`src/design/bt1p_pkg.sv`:
```
`timescale 1ns / 1ps
// Package for the basic timer with one-pulse mode: widths, codes, register bits
// and the request/response structs. Depends on nothing.

package bt1p_pkg;

	localparam int COUNTER_WIDTH = 16;
	localparam int DATA_W        = 16;
	localparam int OP_W          = 2;
	localparam int SEL_W         = 3;
	localparam int CTRL_W        = 8;

	// operation codes
	typedef enum logic [OP_W-1:0] {
		OP_TICK  = 2'd0,
		OP_READ  = 2'd1,
		OP_WRITE = 2'd2
	} op_t;

	// register map
	typedef enum logic [SEL_W-1:0] {
		REG_CTRL  = 3'd0,
		REG_IER   = 3'd1,
		REG_STAT  = 3'd2,
		REG_EGR   = 3'd3,
		REG_CNT   = 3'd4,
		REG_PSC   = 3'd5,
		REG_ARR   = 3'd6
	} reg_sel_t;

	// control register bit positions
	localparam int CTL_EN   = 0;
	localparam int CTL_UDIS = 1;
	localparam int CTL_URS  = 2;
	localparam int CTL_OPM  = 3;
	localparam int CTL_ARPE = 7;
	localparam logic [CTRL_W-1:0] CTL_MASK = 8'h8F;

	typedef logic [COUNTER_WIDTH-1:0] cnt_t;

	typedef struct packed {
		logic [OP_W-1:0]   operation;
		logic [SEL_W-1:0]  reg_select;
		logic [DATA_W-1:0] write_data;
	} req_t;

	typedef struct packed {
		logic [DATA_W-1:0] read_data;
		logic              update_flag;
		logic              irq;
		logic              running;
	} rsp_t;

endpackage

```
`src/design/bt1p_if.sv`:
```
`timescale 1ns / 1ps
// Valid/ready channel interfaces for the timer: bus/tick requests and results.
// Depends on bt1p_pkg.

interface bt1p_req_if;
	logic                         valid;
	logic                         ready;
	logic [bt1p_pkg::OP_W-1:0]    operation;
	logic [bt1p_pkg::SEL_W-1:0]   reg_select;
	logic [bt1p_pkg::DATA_W-1:0]  write_data;

	modport source (output valid, output operation, output reg_select, output write_data,
		input ready);
	modport sink (input valid, input operation, input reg_select, input write_data,
		output ready);
endinterface

interface bt1p_rsp_if;
	logic                         valid;
	logic                         ready;
	logic [bt1p_pkg::DATA_W-1:0]  read_data;
	logic                         update_flag;
	logic                         irq;
	logic                         running;

	modport source (output valid, output read_data, output update_flag, output irq,
		output running, input ready);
	modport sink (input valid, input read_data, input update_flag, input irq,
		input running, output ready);
endinterface

```
`src/design/bt1p_core.sv`:
```
`timescale 1ns / 1ps
// Timer register file and next-state logic: one request is applied per strobe,
// the response reflects state after it. Depends on bt1p_pkg.

module bt1p_core (
	input  logic             clk,
	input  logic             arst_n,
	input  logic             strobe,
	input  bt1p_pkg::req_t   req,
	output bt1p_pkg::rsp_t   rsp
);

	logic [bt1p_pkg::CTRL_W-1:0] ctrl_q, ctrl_n;
	logic                        ier_q, ier_n;
	logic                        flag_q, flag_n;
	bt1p_pkg::cnt_t              cnt_q, cnt_n;
	logic [bt1p_pkg::DATA_W-1:0] psc_cnt_q, psc_cnt_n;
	logic [bt1p_pkg::DATA_W-1:0] psc_pre_q, psc_pre_n;
	logic [bt1p_pkg::DATA_W-1:0] psc_act_q, psc_act_n;
	bt1p_pkg::cnt_t              arr_pre_q, arr_pre_n;
	bt1p_pkg::cnt_t              arr_act_q, arr_act_n;

	logic                        evt;
	logic                        evt_flag;
	logic                        upd_taken;
	logic [bt1p_pkg::DATA_W-1:0] rd;

	always_comb begin
		ctrl_n    = ctrl_q;
		ier_n     = ier_q;
		flag_n    = flag_q;
		cnt_n     = cnt_q;
		psc_cnt_n = psc_cnt_q;
		psc_pre_n = psc_pre_q;
		psc_act_n = psc_act_q;
		arr_pre_n = arr_pre_q;
		arr_act_n = arr_act_q;
		evt       = 1'b0;
		evt_flag  = 1'b0;
		rd        = '0;

		case (req.operation)
			bt1p_pkg::OP_TICK: begin
				if (ctrl_q[bt1p_pkg::CTL_EN]) begin
					if (psc_cnt_q < psc_act_q) begin
						psc_cnt_n = psc_cnt_q + 16'd1;
					end else begin
						psc_cnt_n = '0;
						if (arr_act_q != '0) begin
							if (cnt_q == arr_act_q) begin
								cnt_n    = '0;
								evt      = 1'b1;
								evt_flag = 1'b1;
							end else begin
								cnt_n = cnt_q + bt1p_pkg::cnt_t'(1);
							end
						end
					end
				end
			end
			bt1p_pkg::OP_READ: begin
				case (req.reg_select)
					bt1p_pkg::REG_CTRL: rd = bt1p_pkg::DATA_W'(ctrl_q);
					bt1p_pkg::REG_IER:  rd = bt1p_pkg::DATA_W'(ier_q);
					bt1p_pkg::REG_STAT: rd = bt1p_pkg::DATA_W'(flag_q);
					bt1p_pkg::REG_CNT:  rd = bt1p_pkg::DATA_W'(cnt_q);
					bt1p_pkg::REG_PSC:  rd = psc_pre_q;
					bt1p_pkg::REG_ARR:  rd = bt1p_pkg::DATA_W'(arr_pre_q);
					default:            rd = '0;
				endcase
			end
			bt1p_pkg::OP_WRITE: begin
				case (req.reg_select)
					bt1p_pkg::REG_CTRL: ctrl_n = req.write_data[7:0] & bt1p_pkg::CTL_MASK;
					bt1p_pkg::REG_IER:  ier_n  = req.write_data[0];
					bt1p_pkg::REG_STAT: begin
						if (!req.write_data[0]) flag_n = 1'b0;
					end
					bt1p_pkg::REG_EGR: begin
						if (req.write_data[0]) begin
							cnt_n     = '0;
							psc_cnt_n = '0;
							evt       = 1'b1;
							evt_flag  = !ctrl_q[bt1p_pkg::CTL_URS];
						end
					end
					bt1p_pkg::REG_CNT:  cnt_n     = bt1p_pkg::COUNTER_WIDTH'(req.write_data);
					bt1p_pkg::REG_PSC:  psc_pre_n = req.write_data;
					bt1p_pkg::REG_ARR: begin
						arr_pre_n = bt1p_pkg::COUNTER_WIDTH'(req.write_data);
						if (!ctrl_q[bt1p_pkg::CTL_ARPE])
							arr_act_n = bt1p_pkg::COUNTER_WIDTH'(req.write_data);
					end
					default: ;
				endcase
			end
			default: ;
		endcase

		// update event: shadow load, flag, one-pulse stop (blocked by UDIS)
		upd_taken = evt && !ctrl_q[bt1p_pkg::CTL_UDIS];
		if (upd_taken) begin
			psc_act_n = psc_pre_q;
			arr_act_n = arr_pre_q;
			if (evt_flag) flag_n = 1'b1;
			if (ctrl_q[bt1p_pkg::CTL_OPM]) ctrl_n[bt1p_pkg::CTL_EN] = 1'b0;
		end

		rsp.read_data   = rd;
		rsp.update_flag = flag_n;
		rsp.irq         = flag_n & ier_n;
		rsp.running     = ctrl_n[bt1p_pkg::CTL_EN];
	end

	always_ff @(posedge clk or negedge arst_n) begin
		if (!arst_n) begin
			ctrl_q    <= '0;
			ier_q     <= 1'b0;
			flag_q    <= 1'b0;
			cnt_q     <= '0;
			psc_cnt_q <= '0;
			psc_pre_q <= '0;
			psc_act_q <= '0;
			arr_pre_q <= '1;
			arr_act_q <= '1;
		end else if (strobe) begin
			ctrl_q    <= ctrl_n;
			ier_q     <= ier_n;
			flag_q    <= flag_n;
			cnt_q     <= cnt_n;
			psc_cnt_q <= psc_cnt_n;
			psc_pre_q <= psc_pre_n;
			psc_act_q <= psc_act_n;
			arr_pre_q <= arr_pre_n;
			arr_act_q <= arr_act_n;
		end
	end

	// reserved control bits never set
	a_ctrl_reserved: assert property (@(posedge clk) disable iff (!arst_n)
		ctrl_q[6:4] == 3'b000)
		else $error("reserved control bits set");

	// one-pulse update stops the counter
	a_opm_stop: assert property (@(posedge clk) disable iff (!arst_n)
		(strobe && upd_taken && ctrl_q[bt1p_pkg::CTL_OPM]) |=> !ctrl_q[bt1p_pkg::CTL_EN])
		else $error("one-pulse update left counter enabled");

	// taken update loads the shadows
	a_shadow_load: assert property (@(posedge clk) disable iff (!arst_n)
		(strobe && upd_taken) |=> (psc_act_q == $past(psc_pre_q) && arr_act_q == $past(arr_pre_q)))
		else $error("update event did not load shadows");

	// blocked update leaves flag alone
	a_udis: assert property (@(posedge clk) disable iff (!arst_n)
		(strobe && ctrl_q[bt1p_pkg::CTL_UDIS] && req.operation == bt1p_pkg::OP_TICK)
		|=> flag_q == $past(flag_q))
		else $error("flag changed while updates disabled");

endmodule

```
`src/design/basic_timer_with_one_pulse_unit.sv`:
```
`timescale 1ns / 1ps
// Top level of the basic timer with prescaler, auto-reload and one-pulse mode.
// Depends on bt1p_pkg, bt1p_if (req/rsp interfaces) and bt1p_core.
//
//  channel | dir | payload                                    | transaction
//  --------+-----+--------------------------------------------+----------------------
//  req     | in  | operation, reg_select, write_data          | tick, read or write
//  rsp     | out | read_data, update_flag, irq, running       | one per req
//
// Cycles: one transaction per clock unless rsp stalls; a request updates the timer
// state at the edge it is accepted and its response appears in the output
// register the next cycle. Throughput is set by the single response register:
// req.ready is high while that register is empty or being drained this cycle.
// Reset: arst_n clears the timer registers and the response valid; reload
// values reset to all ones. The response data register holds no reset.
// Stalls: while rsp is held, req.ready drops and no state changes.

module basic_timer_with_one_pulse_unit (
	input  logic        clk,
	input  logic        arst_n,
	bt1p_req_if.sink    req,
	bt1p_rsp_if.source  rsp
);

	logic           accept;
	bt1p_pkg::req_t core_req;
	bt1p_pkg::rsp_t core_rsp;
	logic           out_valid_q;
	bt1p_pkg::rsp_t out_data_q;

	// free output slot or slot emptying this cycle
	assign req.ready = !out_valid_q || rsp.ready;
	assign accept    = req.valid && req.ready;

	assign core_req.operation  = req.operation;
	assign core_req.reg_select = req.reg_select;
	assign core_req.write_data = req.write_data;

	bt1p_core u_core (
		.clk    (clk),
		.arst_n (arst_n),
		.strobe (accept),
		.req    (core_req),
		.rsp    (core_rsp)
	);

	// response register
	always_ff @(posedge clk or negedge arst_n) begin
		if (!arst_n) begin
			out_valid_q <= 1'b0;
		end else if (accept) begin
			out_valid_q <= 1'b1;
		end else if (rsp.ready) begin
			out_valid_q <= 1'b0;
		end
	end

	always_ff @(posedge clk) begin
		if (accept) begin
			out_data_q <= core_rsp;
		end
	end

	assign rsp.valid       = out_valid_q;
	assign rsp.read_data   = out_data_q.read_data;
	assign rsp.update_flag = out_data_q.update_flag;
	assign rsp.irq         = out_data_q.irq;
	assign rsp.running     = out_data_q.running;

	// every accepted request yields a response next cycle
	a_resp_follows: assert property (@(posedge clk) disable iff (!arst_n)
		accept |=> out_valid_q)
		else $error("accepted request without response");

	// a pending response is never overwritten
	a_no_overwrite: assert property (@(posedge clk) disable iff (!arst_n)
		(out_valid_q && !rsp.ready) |-> !accept)
		else $error("request accepted over pending response");

	// irq is flag gated
	a_irq_flag: assert property (@(posedge clk) disable iff (!arst_n)
		(out_valid_q && out_data_q.irq) |-> out_data_q.update_flag)
		else $error("irq without update flag");

endmodule
```
`src/flat_wrapper.sv`:
```
// flat-port wrapper written by rule: the top's interface ports become plain ports
module basic_timer_with_one_pulse_unit_flat 
  (clk, arst_n, req_valid, req_operation, req_reg_select, req_write_data, req_ready, rsp_valid, rsp_read_data, rsp_update_flag, rsp_irq, rsp_running, rsp_ready);
  bt1p_req_if req_i ();
  bt1p_rsp_if rsp_i ();
  input  logic clk;
  input  logic arst_n;
  input wire logic [$bits(req_i.valid)-1:0] req_valid;
  input wire logic [$bits(req_i.operation)-1:0] req_operation;
  input wire logic [$bits(req_i.reg_select)-1:0] req_reg_select;
  input wire logic [$bits(req_i.write_data)-1:0] req_write_data;
  output wire logic [$bits(req_i.ready)-1:0] req_ready;
  output wire logic [$bits(rsp_i.valid)-1:0] rsp_valid;
  output wire logic [$bits(rsp_i.read_data)-1:0] rsp_read_data;
  output wire logic [$bits(rsp_i.update_flag)-1:0] rsp_update_flag;
  output wire logic [$bits(rsp_i.irq)-1:0] rsp_irq;
  output wire logic [$bits(rsp_i.running)-1:0] rsp_running;
  input wire logic [$bits(rsp_i.ready)-1:0] rsp_ready;
  assign req_i.valid = req_valid;
  assign req_i.operation = req_operation;
  assign req_i.reg_select = req_reg_select;
  assign req_i.write_data = req_write_data;
  assign req_ready = req_i.ready;
  assign rsp_valid = rsp_i.valid;
  assign rsp_read_data = rsp_i.read_data;
  assign rsp_update_flag = rsp_i.update_flag;
  assign rsp_irq = rsp_i.irq;
  assign rsp_running = rsp_i.running;
  assign rsp_i.ready = rsp_ready;
  basic_timer_with_one_pulse_unit u_core (.clk(clk), .arst_n(arst_n), .req(req_i), .rsp(rsp_i));
endmodule
```
`config.mk`:
```
export PLATFORM = sky130hd
export DESIGN_NAME = basic_timer_with_one_pulse_unit_flat
export DESIGN_NICKNAME = d
export VERILOG_FILES = /design/src/design/bt1p_pkg.sv /design/src/design/bt1p_if.sv /design/src/design/bt1p_core.sv /design/src/design/basic_timer_with_one_pulse_unit.sv /design/src/flat_wrapper.sv
export SDC_FILE = /design/constraint.sdc
export NUM_CORES = 1
export LEC_CHECK = 0
export ABC_AREA = 1
export BUFFER_PORTS_ARGS = -buffer_cell sky130_fd_sc_hd__clkbuf_2
export CAP_MARGIN = 5
export CORE_UTILIZATION = 38
export DETAILED_ROUTE_END_ITERATION = 7
export GPL_TIMING_DRIVEN = 0
export PLACE_DENSITY_LB_ADDON = 0.1
export RECOVER_POWER = 25
export SYNTH_ARGS = -nofsm -noshare
export SYNTH_HDL_FRONTEND = slang
export SYNTH_HIERARCHICAL = 1
export SYNTH_SLANG_ARGS = --single-unit
```
`constraint.sdc`:
```
create_clock -name clk -period 3.7 [get_ports clk]
set_input_delay 0.185 -clock clk [delete_from_list [all_inputs] [get_ports clk]]
set_output_delay 0.185 -clock clk [all_outputs]
set_load 0.03 [all_outputs]
```
==> impl_results.md, run 1 <==
- Most frequent cells in the layout: nand2_1 (263), inv_1 (101), dfrtp_1 (72)
- CP max FO: 23
- Total CTS buffers: 17
- Clock sinks: 123
- Wl on met1: 9.048 mm
- Post-DRT Antenna Nets: 0
- WP data arrival: 3090 ps
- Largest net degree at the start of global routing: 105
- Post-synthesis sequential area ratio: 0.4753
- Crit path largest cell delay: 540 ps
- Relative slew margins: -0.7822
- Port bufs: 45
- Syn Nets: 906
- CTS tree: built
- GP Congestion: 0.8581
- Buf/Inv on CP: 7
- Unrepaired setup endpoints after global routing: false
- Clock Path Buffers: 2
- FFs w/ async S/R, synth: 0.8455
- Worst path required time: 4020 ps
- Via density: 4.951
- Met2 WL: 9.120 mm
- Synth unique cells: 37
- Initial Util: 0.3895
- Worst-Skew Late Latency: 420 ps
- Final hold slack: 47.75 ps
- Chip Height: 135.4 µm
- Post-Syn Area: 6760 µm²
- CP Cell Sequence: dlygate4sd3_1 -> clkbuf_2 -> inv_1 -> a21oi_1 -> buf_12 -> o211ai_1 -> inv_1 -> o21ai_0 -> a31oi_1 -> nand2_1 -> buf_2 -> buf_2 -> a21oi_1
- Dpl ws: 1148 ps
- Hold Crit Class: primary input to register
- Pleak: 3.845 nW
- Post-layout min period: 2771 ps
- Rows: 48
- Ant diodes: 0
- GRT Total Usage: 0.2288
- Final wirelength: 19.28 mm
- Cell class contributing the biggest share of worst-path delay: buffers and inverters
- Routed len/inst: 16.49 µm
- Overall power: 4.609 mW
- Yosys reg bits: 123
- Setup CP Type: primary input to register
- DR pass1 iterations: 4
- Max-cap viol count: 1
- Initial antenna violation count: 0
- DPL Wire Length: 14.63 mm
- Slew Limit Fails: 105
- Share of cells above drive strength 1: 0.1536
- Status: finished with violations
- First-pass GRT wire length: 31.23 mm
- R2R Path Start: u_core/rsp.valid$_DFFE_PN0P_
- Die width: 135.4 µm
- DRC: 0
- Hold wc startpoint: rsp_ready
- Final setup viols: 0
- Total number of vias: 5788
- Crit-path slowest cell: dlygate4sd3_1
- Final hold viol count: 0
- Actual slew at the worst max-slew pin: 2673 ps
- Critical path startpoint category: primary input
- WL met3: 778 µm
- Power per Cell Area: 582.9 nW/µm²
- Failing checks: capacitance limit, slew limit
- CTS H-tree depth: 4
- Gr ovfl total: 0
- Fmax: 360.8 MHz
- Top routing layer used: met4
- DR iter-0 viols: 372
- I/O Pins: 46
- Number of post-CTS setup repair buffers: 0
- Crit. Startpoint: req_valid
- Worst Skew: 6.512 ps
- Die area: 18330 µm²
- Post-synth EDFFs: 19
- Clock-pin slew on the worst setup and hold paths: 60 ps
- Worst IR Drop VDD: 0.2998 mV
- Setup TNS: 0 ps
- Post_cts resized: 0
- Final worst slack: 928.6 ps
- Ys flop type: dfrtp_1
- Syn Area/Cell: 7.824 µm²
- Post-layout nets: 973
- Root buffer cell: clkbuf_16
- CTS Hold Bufs: 2
- Vias in the first global route: 5770
- Yosys warning count: 6
- Core Area: 17360 µm²
- Commonest non-fill, non-tap cell in the layout: nand2_1
- Cells after Synth: 864
- Period Utilization, post-route: 0.7490
- Layout fillers: 1760
- P&R area growth vs syn: 16.97%
- Critical path endpoint category: register
## cell usage after synthesis, types with 6 or more instances
cell,n,area (µm²)
o21ai_1,10,50.05
o21ai_0,66,330.3
buf_2,6,30.03
nor2_1,65,244.0
dfrtp_1,72,1802
xor2_1,21,183.9
nand2_1,263,987.2
inv_1,101,379.1
a21oi_1,25,125.1
nand4_1,9,56.30
nor3_1,10,50.05
edfxtp_1,19,570.6
ha_1,17,212.7
dfstp_2,32,840.8
o22ai_1,15,93.84
nand3_1,62,310.3
inv_2,7,26.28
clkbuf_1,16,60.06
o211ai_1,11,82.58
## state kept, by name, indices dropped and copies added (netlist names), 5 cells and up
register,flops
u_core/rsp.read_data,16
u_core/u_core/arr_act_q,16
u_core/u_core/arr_pre_q,16
u_core/u_core/cnt_q,16
u_core/u_core/psc_act_q,16
u_core/u_core/psc_cnt_q,16
u_core/u_core/psc_pre_q,16
u_core/u_core/ctrl_q,5
## final cells by class
cell class | count | area (µm²) | share of cell area
flip-flops and latches | 123 | 3213 | 0.4063
multi-input cells | 603 | 2964 | 0.3748
clock inverters | 15 | 175.2 | 0.02215
clock buffers | 17 | 425.4 | 0.05380
inverters | 109 | 414.1 | 0.05237
plain buffers | 29 | 168.9 | 0.02136
repair buffers | 48 | 265.3 | 0.03354
well taps | 225 | 281.5 | 0.03560
## metrics by stage
step	cell area (µm²)	std cells	util
after floorplan	6760	864	-
after detailed placement	7307	1135	0.4210
after global routing	7908	1169	0.4556
after global placement	7267	1134	0.4187
after CTS	7928	1169	0.4567
final	7908	1169	0.4556
## tightest hold or removal path, stage by stage
cell and delay, ps:
clkbuf_2 80, inv_1 40, nand2_1 70, nand2_1 50
## per-layer routing
metal	vias to the layer above	GRT usage
met1	2715	0.3086
met4	0	0.07116
met2	119	0.3661
met3	26	0.04863
li1	2928	-
met5	-	0
## report_power, final
group	leakage [nW]	switching, mW	internal [mW]
registers	1.40	0.233	1.67
clock network	0.273	0.630	1.06
logic	2.17	0.653	0.365
## cells by family after synthesis
logic type,count (synthesis),synth area share
AO/OA/AOI/OAI,139,0.1155
XOR/XNOR,23,0.02980
adder cells (fa/ha/maj),17,0.03146
buffers and inverters,138,0.08625
flip-flops,123,0.4753
AND/OR/NAND/NOR,424,0.2617
## path summary, 6_finish.rpt
| path | endpoint | slack [ps] | depth (start not counted) |
|---|---|---|---|
| worst min register to register | u_core/u_core/ier_q$_DFFE_PN0P_ | 490 | 2 |
| worst max register to register | u_core/u_core/cnt_q[9]$_DFFE_PN0P_ | 950 | 10 |
| worst max-delay path | u_core/u_core/cnt_q[9]$_DFFE_PN0P_ | 930 | 13 |
| min in group asynchronous | u_core/u_core/flag_q$_DFFE_PN0P_ | 1150 | 2 |
| max in group asynchronous | u_core/u_core/psc_cnt_q[7]$_DFFE_PN0P_ | 990 | 2 |
| worst min-delay path | u_core/rsp.valid$_DFFE_PN0P_ | 50 | 4 |
Note: power is estimated with default switching activity, not from simulation.
==> run 2, diff against run 1 <==
==> constraint.sdc (replaced) <==
create_clock -name clk -period 2.85 [get_ports clk]
set_input_delay 0.1425 -clock clk [delete_from_list [all_inputs] [get_ports clk]]
set_output_delay 0.1425 -clock clk [all_outputs]
set_load 0.03 [all_outputs]
==> impl_results.md, run 2 (synthesis gave the netlist of run 1 again) <==
- Port bufs: 45 (unchanged)
- Largest net degree at the start of global routing: 105 (unchanged)
- Max-cap viol count: 0 (-1)
- Fmax: 388.3 MHz
- Post-DRT Antenna Nets: 0 (unchanged)
- Hold Crit Class: primary input to register
- Period Utilization, post-route: 0.9037
- Reg-to-Reg End: u_core/u_core/cnt_q[9]$_DFFE_PN0P_
- Reg2Reg Setup Slack: 270 ps (-680 ps)
- P&R area growth vs syn: 17.88%
- Pleak: 3.868 nW (+0.59%)
- GRT Total Usage: 0.2271 (-0.001695)
- Post-layout min period: 2575 ps
- Rows: 48 (unchanged)
- Die area: 18330 µm² (unchanged)
- Final Util: 0.4591 (+0.003532)
- DRC: 0 (unchanged)
- Actual slew at the worst max-slew pin: 1483 ps (-1190 ps)
- Final setup viols: 0 (unchanged)
- Layout fillers: 1742 (-1.0%)
- Final wirelength: 19.27 mm (about the same)
- Final hold viol count: 0 (unchanged)
- Placed cells: 1135 (unchanged)
- Gr ovfl total: 0 (unchanged)
- GP Congestion: 0.8889 (+3.6%)
- Slew Limit Fails: 0 (-100%)
- Clock Path Buffers: 2 (unchanged)
- Core Area: 17360 µm² (unchanged)
- CP max FO: 20 (-13%)
- DPL Wire Length: 14.53 mm (-0.65%)
- Power per Cell Area: 767.4 nW/µm² (+32%)
- R2R Path Start: u_core/rsp.valid$_DFFE_PN0P_
- Share of cells above drive strength 1: 0.1534 (-0.0001625)
- Final hold slack: 21.84 ps (-25.91 ps)
- Ant diodes: 0 (unchanged)
- Total number of vias: 5863 (+1.3%)
- Critical path startpoint category: register
- Status: finished, final reports clean
- Number of post-CTS setup repair buffers: 0 (unchanged)
- Initial Util: 0.3895 (unchanged)
- Root buffer cell: clkbuf_16
- Initial antenna violation count: 0 (unchanged)
- Worst-Skew Late Latency: 420 ps (about the same)
- Total CTS buffers: 17 (unchanged)
- Crit. Startpoint: u_core/rsp.valid$_DFFE_PN0P_
- CTS tree: built
- WP data arrival: 2910 ps (-180 ps)
- Relative slew margins: 0.01117 (+0.7933)
- First-pass GRT wire length: 30.95 mm (-0.91%)
- Worst path required time: 3190 ps (-830 ps)
- Critical path endpoint category: register
- Setup CP Type: register to register
- DR iter-0 viols: 374 (+0.54%)
- Worst r2r path cells: 10 (unchanged)
- Placed cell areas: 7307 µm² (unchanged)
- Post-layout nets: 974 (+0.10%)
- Worst Skew: 9.157 ps (+2.645 ps)
- Crit path capture: u_core/u_core/cnt_q[9]$_DFFE_PN0P_
- Worst IR Drop VDD: 0.4674 mV (+56%)
- Via density: 5.011 (+1.2%)
- Clock sinks: 123 (unchanged)
- CTS H-tree depth: 4 (unchanged)
- I/O Pins: 46 (unchanged)
- Chip Height: 135.4 µm (unchanged)
- Vias in the first global route: 5606 (-2.8%)
- Routed len/inst: 16.47 µm (-0.10%)
- Die width: 135.4 µm (unchanged)
- Clock-pin slew on the worst setup and hold paths: 60 ps (about the same)
- Fin cells: 1170 (+0.086%)
- Commonest non-fill, non-tap cell in the layout: nand2_1
- Most frequent cells in the layout: nand2_1 (263), inv_1 (101), dfrtp_1 (72)
- Design Area, Final: 7969 µm² (+0.78%)
- Unrepaired setup endpoints after global routing: false
- DR pass1 iterations: 5 (+1)
==> run 2: critical path: stages (launching register included) <==
cell,delay [ps]
dfrtp_1,420
a21oi_4,290
buf_12,220
o211ai_1,100
inv_1,140
o21ai_0,170
a31oi_2,400
nand2_1,120
buf_2,210
buf_2,220
a21oi_1,190
==> run 2: layout make-up <==
type | count | area [µm²] | area share
flip-flops and latches | 123 | 3213 | 0.4032
multi-input cells | 603 | 2982 | 0.3742
clock buffers | 18 | 429.2 | 0.05385
inverters | 109 | 414.1 | 0.05197
repair buffers | 50 | 287.8 | 0.03611
well taps | 225 | 281.5 | 0.03533
clock inverters | 14 | 196.4 | 0.02465
plain buffers | 28 | 165.2 | 0.02073
==> run 2: what timing repair did <==
item / 4_1_cts / 5_1_grt
endpoints found under the hold margin: 75 / 0
resized for setup: 0 / 1
endpoints found under the setup margin: 0 / 12
hold buffers: 4 / 0
==> run 2: where the power goes <==
group | leakage [nW] | internal, mW | switching [mW]
clock network | 0.286 | 1.46 | 0.846
registers | 1.40 | 2.17 | 0.302
logic | 2.18 | 0.477 | 0.854
==> run 2: per-stage QoR <==
step | setup slack [ps] | TNS (ps) | power [mW]
final | 274.5 | 0 | 6.115
after global placement | -801.4 | -34450 | 3.796
after floorplan | 282.3 | 0 | 3.379
after CTS | 139.6 | 0 | 6.164
after global routing | 114.5 | 0 | 6.488
after detailed placement | 174.2 | 0 | 3.820
==> run 2: worst min-delay path by stage <==
stage	startpoint	endpoint	slack [ps]	cells past startpoint
6_report	rsp_ready	u_core/rsp.valid$_DFFE_PN0P_	20	4
5_1_grt	rsp_ready	u_core/rsp.valid$_DFFE_PN0P_	10	4
2_1_floorplan	arst_n	u_core/rsp.valid$_DFFE_PN0P_	-150	0
3_3_place_gp	req_valid	u_core/rsp.valid$_DFFE_PN0P_	360	3
3_5_place_dp	arst_n	u_core/u_core/psc_cnt_q[1]$_DFFE_PN0P_	320	1
4_1_cts	rsp_ready	u_core/rsp.valid$_DFFE_PN0P_	3	4
==> run 2: per-layer routing <==
layer	global-route usage	vias up	wire (µm)
met5	0	-	0
met2	0.3627	125	9134
met4	0.07491	0	330
met1	0.3081	2779	8969
met3	0.04377	21	841
li1	-	2938	-
==> run 3, diff against run 2 <==
--- a/config.mk
+++ b/config.mk
@@ -6,8 +6,9 @@
 export NUM_CORES = 1
 export LEC_CHECK = 0
 export ABC_AREA = 1
-export BUFFER_PORTS_ARGS = -buffer_cell sky130_fd_sc_hd__clkbuf_2
+export BUFFER_PORTS_ARGS = -buffer_cell sky130_fd_sc_hd__buf_2
 export CAP_MARGIN = 5
+export CORE_MARGIN = 2
 export CORE_UTILIZATION = 38
 export DETAILED_ROUTE_END_ITERATION = 7
 export GPL_TIMING_DRIVEN = 0
==> impl_results.md, run 3 (synthesis gave the netlist of run 1 again) <==
- DR pass1 iterations: 8 (+3)
- Design Area, Final: 7916 µm² (-0.66%)
- Crit. Startpoint: u_core/rsp.valid$_DFFE_PN0P_
- Largest net degree at the start of global routing: 70 (-33%)
- Unrepaired setup endpoints after global routing: false
- P&R area growth vs syn: 17.10%
- Total CTS buffers: 17 (unchanged)
- Setup CP Type: register to register
- Placed cell areas: 7328 µm² (+0.29%)
- Critical path endpoint category: register
- Fmax: 389.4 MHz (+0.29%)
- Share of cells above drive strength 1: 0.1556 (+0.002116)
- R2R Path Start: u_core/rsp.valid$_DFFE_PN0P_
- Worst r2r path cells: 11 (+1)
- Fin cells: 1170 (unchanged)
- DRC: 0 (unchanged)
- Crit-path slowest cell: dfrtp_1
- Failing checks: capacitance limit, slew limit
- Placed cells: 1136 (+0.088%)
- Power per Cell Area: 744.8 nW/µm² (-3.0%)
- WP data arrival: 2860 ps (-50 ps)
- Commonest non-fill, non-tap cell in the layout: nand2_1
- Die area: 18870 µm² (+3.0%)
- Core Area: 17360 µm² (unchanged)
- Worst path required time: 3140 ps (-50 ps)
- CP Cell Sequence: a21oi_4 -> buf_12 -> o211ai_1 -> inv_1 -> nand3_1 -> inv_1 -> nand2_1 -> nor2_1 -> nand3_1 -> xor2_1 -> nor2_1
- Final setup viols: 0 (unchanged)
- Max-cap viol count: 1 (+1)
- Clock Path Buffers: 2 (unchanged)
- Pleak: 3.847 nW (-0.54%)
- Hold wc startpoint: req_write_data[14]
- Period Utilization, post-route: 0.9010 (-0.002643)
- Relative slew margins: -0.3567 (-0.3679)
- Layout fillers: 1758 (+0.92%)
- Clock-pin slew on the worst setup and hold paths: 60 ps (about the same)
- Status: finished with violations
- Post-DRT Antenna Nets: 0 (unchanged)
- GRT Total Usage: 0.2206 (-0.006505)
- DPL Wire Length: 14.62 mm (+0.64%)
- Root buffer cell: clkbuf_16
- Clock sinks: 123 (unchanged)
- I/O Pins: 46 (unchanged)
- Worst Skew: 11.74 ps (+2.580 ps)
- Rows: 48 (unchanged)
- Die width: 137.4 µm (+1.5%)
- Slew Limit Fails: 37 (+37)
- Post-layout min period: 2568 ps (-7.532 ps)
- Worst IR Drop VDD: 0.4822 mV (+3.2%)
- Worst-Skew Late Latency: 420 ps (about the same)
- Final wirelength: 19.13 mm (-0.73%)
- Total number of vias: 5805 (-0.99%)
- Hold Crit Class: primary input to register
- Gr ovfl total: 0 (unchanged)
- Most frequent cells in the layout: nand2_1 (263), inv_1 (101), dfrtp_1 (72)
- Initial antenna violation count: 0 (unchanged)
- GP Congestion: 0.8686 (-2.3%)
- Post-layout nets: 974 (unchanged)
- CTS H-tree depth: 4 (unchanged)
- First-pass GRT wire length: 30.96 mm (about the same)
- Ant diodes: 0 (unchanged)
- Port bufs: 45 (unchanged)
- DR iter-0 viols: 357 (-4.5%)
- CP max FO: 20 (unchanged)
- Initial Util: 0.3895 (unchanged)
- Actual slew at the worst max-slew pin: 2035 ps (+551.8 ps)
- Routed len/inst: 16.35 µm (-0.73%)
- CTS tree: built
- Hold Path Depth: 5 (+1)
- Crit path largest cell delay: 420 ps (about the same)
- Final hold viol count: 0 (unchanged)
- Critical path startpoint category: register
- Vias in the first global route: 5829 (+4.0%)
- Chip Height: 137.4 µm (+1.5%)
- Via density: 4.962 (-0.99%)
[run 3: layout make-up]
type	count	area (µm²)	area share
sequential	123	3213	0.4059
multi-input combinational	603	2982	0.3766
clock buffer	18	439.2	0.05548
inverter	109	414.1	0.05232
timing repair buffer	50	285.3	0.03604
tap	225	281.5	0.03556
buffer	28	165.2	0.02086
clock inverter	14	136.4	0.01723
[run 3: final timing paths]
| path | endpoint | slack [ps] |
|---|---|---|
| worst max-delay path | u_core/u_core/psc_cnt_q[15]$_DFFE_PN0P_ | 280 |
| max in group asynchronous | u_core/u_core/cnt_q[12]$_DFFE_PN0P_ | 520 |
| worst max register to register | u_core/u_core/psc_cnt_q[15]$_DFFE_PN0P_ | 280 |
| worst min register to register | u_core/u_core/arr_act_q[7]$_DFFE_PN1P_ | 500 |
| min in group asynchronous | u_core/u_core/flag_q$_DFFE_PN0P_ | 840 |
| worst min-delay path | u_core/u_core/arr_act_q[14]$_DFFE_PN1P_ | 20 |
[run 3: through the flow]
step / hold slack (ps) / power (mW) / worst slack (ps) / util / TNS [ps]
floorplan: -153.1 / 3.379 / 282.3 / - / 0
global placement: 355.5 / 3.796 / -720.8 / 0.4189 / -31480
detailed placement: 153.7 / 3.817 / 143.9 / 0.4222 / 0
CTS: 6.806 / 5.949 / 131.6 / 0.4571 / 0
global route: 27.53 / 6.300 / 13.69 / 0.4561 / 0
finish: 20.26 / 5.896 / 282.1 / 0.4561 / 0
[run 3: report_power, final]
group / total [mW] / switching [mW] / leakage (nW) / internal, mW
registers: 2.47 / 0.303 / 1.40 / 2.17
clock network: 2.09 / 0.856 / 0.274 / 1.24
logic: 1.33 / 0.850 / 2.18 / 0.479
total: 5.90 / 2.01 / 3.85 / 3.89
[run 3: worst max-delay path: cells and delay by family (launching register included)]
family                    cells  cell delay [ps]
AOI/OAI and AO/OA             2              390
xor gates and xnor gates      1              140
buffers and inverters         3              660
DFF                           1              420
and+or+nand+nor               5              820
[run 3: repair_timing]
item | 4_1_cts | 5_1_grt
hold buffers | 3 | 0
hold endpoints to repair | 36 | 0
buffers inserted | 0 | 0
endpoints found under the setup margin | 0 | 20
gates resized for setup | 0 | 1
[run 3: metal layers]
metal | GRT usage | routed length, µm
met5 | 0 | 0
met4 | 0.09049 | 598
met3 | 0.04930 | 968
met2 | 0.3488 | 8892
met1 | 0.2926 | 8675
